--- config.mk ---
export PLATFORM = sky130hd
export DESIGN_NAME = atr_slc_ram
export DESIGN_NICKNAME = d
export VERILOG_FILES = /design/src/rtl/core/atr_stop_loss_check_top_defines.svh /design/src/rtl/core/atr_slc_ram.sv
export SDC_FILE = /design/constraint.sdc
export NUM_CORES = 2
export LEC_CHECK = 0
export BUFFER_PORTS_ARGS = -buffer_cell sky130_fd_sc_hd__buf_2
export CAP_MARGIN = 20
export CORE_AREA = 2 2 471 473
export CTS_CLUSTER_DIAMETER = 30
export DETAILED_ROUTE_END_ITERATION = 10
export DIE_AREA = 0 0 473 475
export GPL_ROUTABILITY_DRIVEN = 0
export PLACE_DENSITY_LB_ADDON = 0.12
export SYNTH_ARGS = -nofsm -noshare
export SYNTH_HDL_FRONTEND = slang
export SYNTH_SLANG_ARGS = --single-unit
--- constraint.sdc ---
create_clock -name i_clk -period 7.5 [get_ports i_clk]
set_input_delay 1.5 -clock i_clk [delete_from_list [all_inputs] [get_ports i_clk]]
set_output_delay 1.5 -clock i_clk [all_outputs]
set_load 0.005 [all_outputs]
--- src/rtl/core/atr_stop_loss_check_top_defines.svh ---
// Assertion macros for the ATR stop-loss checker.
// ATR_ASSERT is disabled while reset is held; ATR_ASSERT_ALWAYS is checked on every edge.
`ifndef ATR_STOP_LOSS_CHECK_TOP_DEFINES_SVH
`define ATR_STOP_LOSS_CHECK_TOP_DEFINES_SVH

`ifndef NO_ASSERTIONS
`define ATR_ASSERT(label, prop, msg) \
    label: assert property (@(posedge i_clk) disable iff (!i_rst_n) prop) else $error(msg);
`define ATR_ASSERT_ALWAYS(label, prop, msg) \
    label: assert property (@(posedge i_clk) prop) else $error(msg);
`else
`define ATR_ASSERT(label, prop, msg)
`define ATR_ASSERT_ALWAYS(label, prop, msg)
`endif

`endif

--- src/rtl/core/atr_slc_ram.sv ---
`default_nettype none

module atr_slc_ram #(
    parameter int WIDTH = 32,
    parameter int DEPTH = 64
) (
    input  wire logic                                   i_clk,
    input  wire logic                                   i_we,
    input  wire logic [(DEPTH > 1 ? $clog2(DEPTH) : 1)-1:0] i_waddr,
    input  wire logic [WIDTH-1:0]                       i_wdata,
    input  wire logic                                   i_re,
    input  wire logic [(DEPTH > 1 ? $clog2(DEPTH) : 1)-1:0] i_raddr,
    output logic      [WIDTH-1:0]                       o_rdata
);

    logic [WIDTH-1:0] r_mem [DEPTH];
    logic [WIDTH-1:0] r_rdata;

    always_ff @(posedge i_clk) begin
        if (i_we) begin
            r_mem[i_waddr] <= i_wdata;
        end
        if (i_re) begin
            r_rdata <= r_mem[i_raddr];
        end
    end

    assign o_rdata = r_rdata;

endmodule

`default_nettype wire
==> flow_summary_export.csv <==
group,metric,value,unit
outcome,outcome,"complete, no violations",
yosys,synthDistinctLibCells,33,
route,drt_pre_antenna_iters,6,
clock_tree,numClockSinks,2080,
placed_design,pre_cts_worst_setup_slack,2.13,ns
placed_design,place.port_buffers,78,
yosys,synth_top_area_cell,"sky130_fd_sc_hd__edfxtp_1",
clock_tree,clockRootBuffer,"sky130_fd_sc_hd__clkbuf_16",
die,die_w,473,um
pwr,vdd.ir_drop.worst,0.000260,V
clock_tree,clk_path_buf_depth,4,
flow_run,cap_violations,0,
timing,fin_crit_sh,0.567,
timing,final_setup_skew,0.0519,ns
global_route,grt_pass1_vias,41015,
cells_and_area,utilization_after_layout,0.452,
worst_hold_path,min-delay-path-class,"register to register",
clock_tree,htree_num_levels,5,
worst_setup_path,crit_required,8.17,ns
cells_and_area,area_overhead_vs_synth,25.6,%
yosys,syn_nets,3371,
timing,hold_violations,0,
timing,slew_headroom,0.239,
yosys,synth_sequential_area_ratio,0.792,
clock_tree,cts.repair_timing.setup_buffer_count,0,
worst_setup_path,setup.worst_path.class,"input pin to register",
yosys,netlist_instances,3324,
die,dieHeight,475,um
placed_design,dp_cells,6236,
timing,grt_setup_unrepaired,"no",
yosys,yosys-top-cells-area,"sky130_fd_sc_hd__edfxtp_1 79%, sky130_fd_sc_hd__mux4_2 16%, sky130_fd_sc_hd__mux2i_1 1.2%",
worst_setup_path,setup.worst_path.start_class,"input pin",
die,ios,79,
route,avgViaCountPerCell,5.55,
cells_and_area,fillerInstances,18188,
yosys,synth-warning-count,0,
die,rows,172,
yosys,postSynthRegisterBits,2080,
pwr,power.density,341,mW/mm^2
timing,worst_slew_pin_slew,1.14,ns
die,design.core.area,0.219,mm^2
global_route,grt_first_pass_wirelength,333000,um
clock_tree,postCtsResizedCells,0,
clock_tree,path_clk_slew,0.05,ns
worst_setup_path,endpoint_kind,"register",
clock_tree,worst_skew_pair.late_latency,0.97,ns
route,routed_length_per_placed_instance,34.6,um
route,routed-via-count,39146,
route,drt-initial-drc-count,4139,
yosys,post_syn_area,0.0788,mm^2
timing,setup_violations,0,
die,die_area,0.225,mm^2
clock_tree,cts.hold.buffers_added,0,
worst_setup_path,cp_data_arrival_time,4.92,ns
yosys,postSynthAreaPerCell,23.7,um^2
cells_and_area,layout-drive-gt1-share,0.372,
global_route,gr-total-overflow,0,
clock_tree,cts-buffers-inserted,444,
timing,setup_total_negative_slack,0,ns
timing,final-max-slew-violation-count,0,
timing,hold_ws,0.843,ns
global_route,antenna_found_initial,20,
clock_tree,cts_tree,"done",
timing,maxClockFrequency,235,MHz
timing,fin_crit,4.25,ns
cells_and_area,finish.net_count,3868,
route,drtAntennaViolNets,0,
cells_and_area,fin_cells,7059,
global_route,gr-usage-all-layers,0.216,
global_route,grt_start_max_net_pins,80,
pwr,power_leakage,31.8,nW
placed_design,place_hpwl,130000,um
route,finalWirelength,244000,um
route,detail_route.drc_violations,0,
die,floorplan.initialDensity,0.360,
yosys,yosys.area.top_type_share,0.792,
timing,worst_slack,3.25,ns
worst_setup_path,worst-path-max-fanout,63,
cell usage in the layout (no fill, tap or decap), types with 27 or more instances in the layout:
cell type / instances
sky130_fd_sc_hd__o221ai_1: 27
sky130_fd_sc_hd__buf_2: 74
sky130_fd_sc_hd__clkbuf_1: 39
sky130_fd_sc_hd__buf_4: 134
sky130_fd_sc_hd__edfxtp_1: 2080
sky130_fd_sc_hd__clkinvlp_4: 59
sky130_fd_sc_hd__clkinv_1: 61
sky130_fd_sc_hd__nor2_1: 75
sky130_fd_sc_hd__clkinv_2: 71
sky130_fd_sc_hd__clkbuf_16: 448
sky130_fd_sc_hd__a21oi_1: 62
sky130_fd_sc_hd__o22ai_1: 84
sky130_fd_sc_hd__mux4_2: 544
sky130_fd_sc_hd__clkinv_4: 30
sky130_fd_sc_hd__nor2_4: 62
sky130_fd_sc_hd__mux2i_1: 93
sky130_fd_sc_hd__bufinv_16: 75
worst paths after layout:
kind / start / end / slack, ns / depth (start not counted)
setup reg to reg: r_mem[59][0] / o_rdata[0] / 4.85 / 4
hold / removal: r_mem[12][8] / o_rdata[8] / 0.84 / 4
setup / recovery: i_raddr[0] / o_rdata[2] / 3.25 / 7
hold reg to reg: r_mem[12][8] / o_rdata[8] / 0.84 / 4
cells by family (layout without fill, tap and decap cells):
logic type      Yosys count  in the layout  share of synthesized area
compound gates          202            202                     0.0167
mux                     637            637                      0.167
other cells               0              8                          0
flops                  2080           2080                      0.792
simple gates            223            223                     0.0126
buf+inv                 182           1038                     0.0112
final cells by class:
class | instances | area, um^2 | share of cell area
clock inverters | 318 | 3740 | 0.0378
flip-flops and latches | 2080 | 62500 | 0.631
multi-input cells | 1062 | 16000 | 0.161
well taps | 2871 | 3590 | 0.0363
diodes | 8 | 20.0 | 0.000202
clock buffers | 487 | 11400 | 0.115
repair buffers | 233 | 1850 | 0.0187
sequential cells by signal, indices dropped and copies added (netlist names):
name / count
o_rdata: 32
r_mem: 2048
routing by layer:
layer | vias up | GRT usage | wire length, um
li1 | 15517 | - | -
met2 | 1610 | 0.361 | 121000
met5 | - | 0 | 16
met4 | 2 | 0.0602 | 5840
met3 | 405 | 0.0419 | 16300
met1 | 21612 | 0.288 | 101000
stage by stage:
stage	area [um^2]	power (mW)
final	99000	33.8
after global placement	83600	14.4
after detailed placement	83700	14.5
after CTS	98800	34.0
after global routing	99000	34.7
after floorplan	78800	13.8
synth_stat cells:
cell,instances
sky130_fd_sc_hd__clkbuf_1,74
sky130_fd_sc_hd__buf_2,57
sky130_fd_sc_hd__or2_1,1
sky130_fd_sc_hd__nand3b_1,5
sky130_fd_sc_hd__o32ai_1,4
sky130_fd_sc_hd__or2_0,1
sky130_fd_sc_hd__nor2_1,137
sky130_fd_sc_hd__or3_1,3
sky130_fd_sc_hd__a311oi_1,8
sky130_fd_sc_hd__buf_4,25
sky130_fd_sc_hd__nor3_1,7
sky130_fd_sc_hd__o22ai_1,84
sky130_fd_sc_hd__o221ai_1,27
sky130_fd_sc_hd__nand4_1,2
sky130_fd_sc_hd__or2_2,1
sky130_fd_sc_hd__nor2b_1,15
sky130_fd_sc_hd__nand2_1,26
sky130_fd_sc_hd__nand3_1,5
sky130_fd_sc_hd__buf_1,21
sky130_fd_sc_hd__a31oi_1,1
sky130_fd_sc_hd__edfxtp_1,2080
sky130_fd_sc_hd__buf_6,5
sky130_fd_sc_hd__nand4b_1,1
sky130_fd_sc_hd__or3b_2,3
sky130_fd_sc_hd__a22oi_1,12
sky130_fd_sc_hd__or3b_1,2
sky130_fd_sc_hd__mux2i_1,93
sky130_fd_sc_hd__and3_1,4
sky130_fd_sc_hd__nand2b_1,8
sky130_fd_sc_hd__a21oi_1,62
sky130_fd_sc_hd__a41o_1,4
sky130_fd_sc_hd__and2_1,2
sky130_fd_sc_hd__mux4_2,544
worst max-delay path, cell delays in order:
cell and delay [ns]:
sky130_fd_sc_hd__buf_8 0.56, sky130_fd_sc_hd__buf_4 0.67, sky130_fd_sc_hd__mux4_2 0.59, sky130_fd_sc_hd__mux2i_1 0.38, sky130_fd_sc_hd__a21oi_1 0.19, sky130_fd_sc_hd__a21oi_1 0.69, sky130_fd_sc_hd__nor2_1 0.10
report_power, final:
group	switching (mW)	internal (mW)
clock	6.17	13.4
sequential	0.0435	12.9
combinational	0.810	0.435
total	7.02	26.8
No activity file was read; power rests on OpenSTA's default activity.
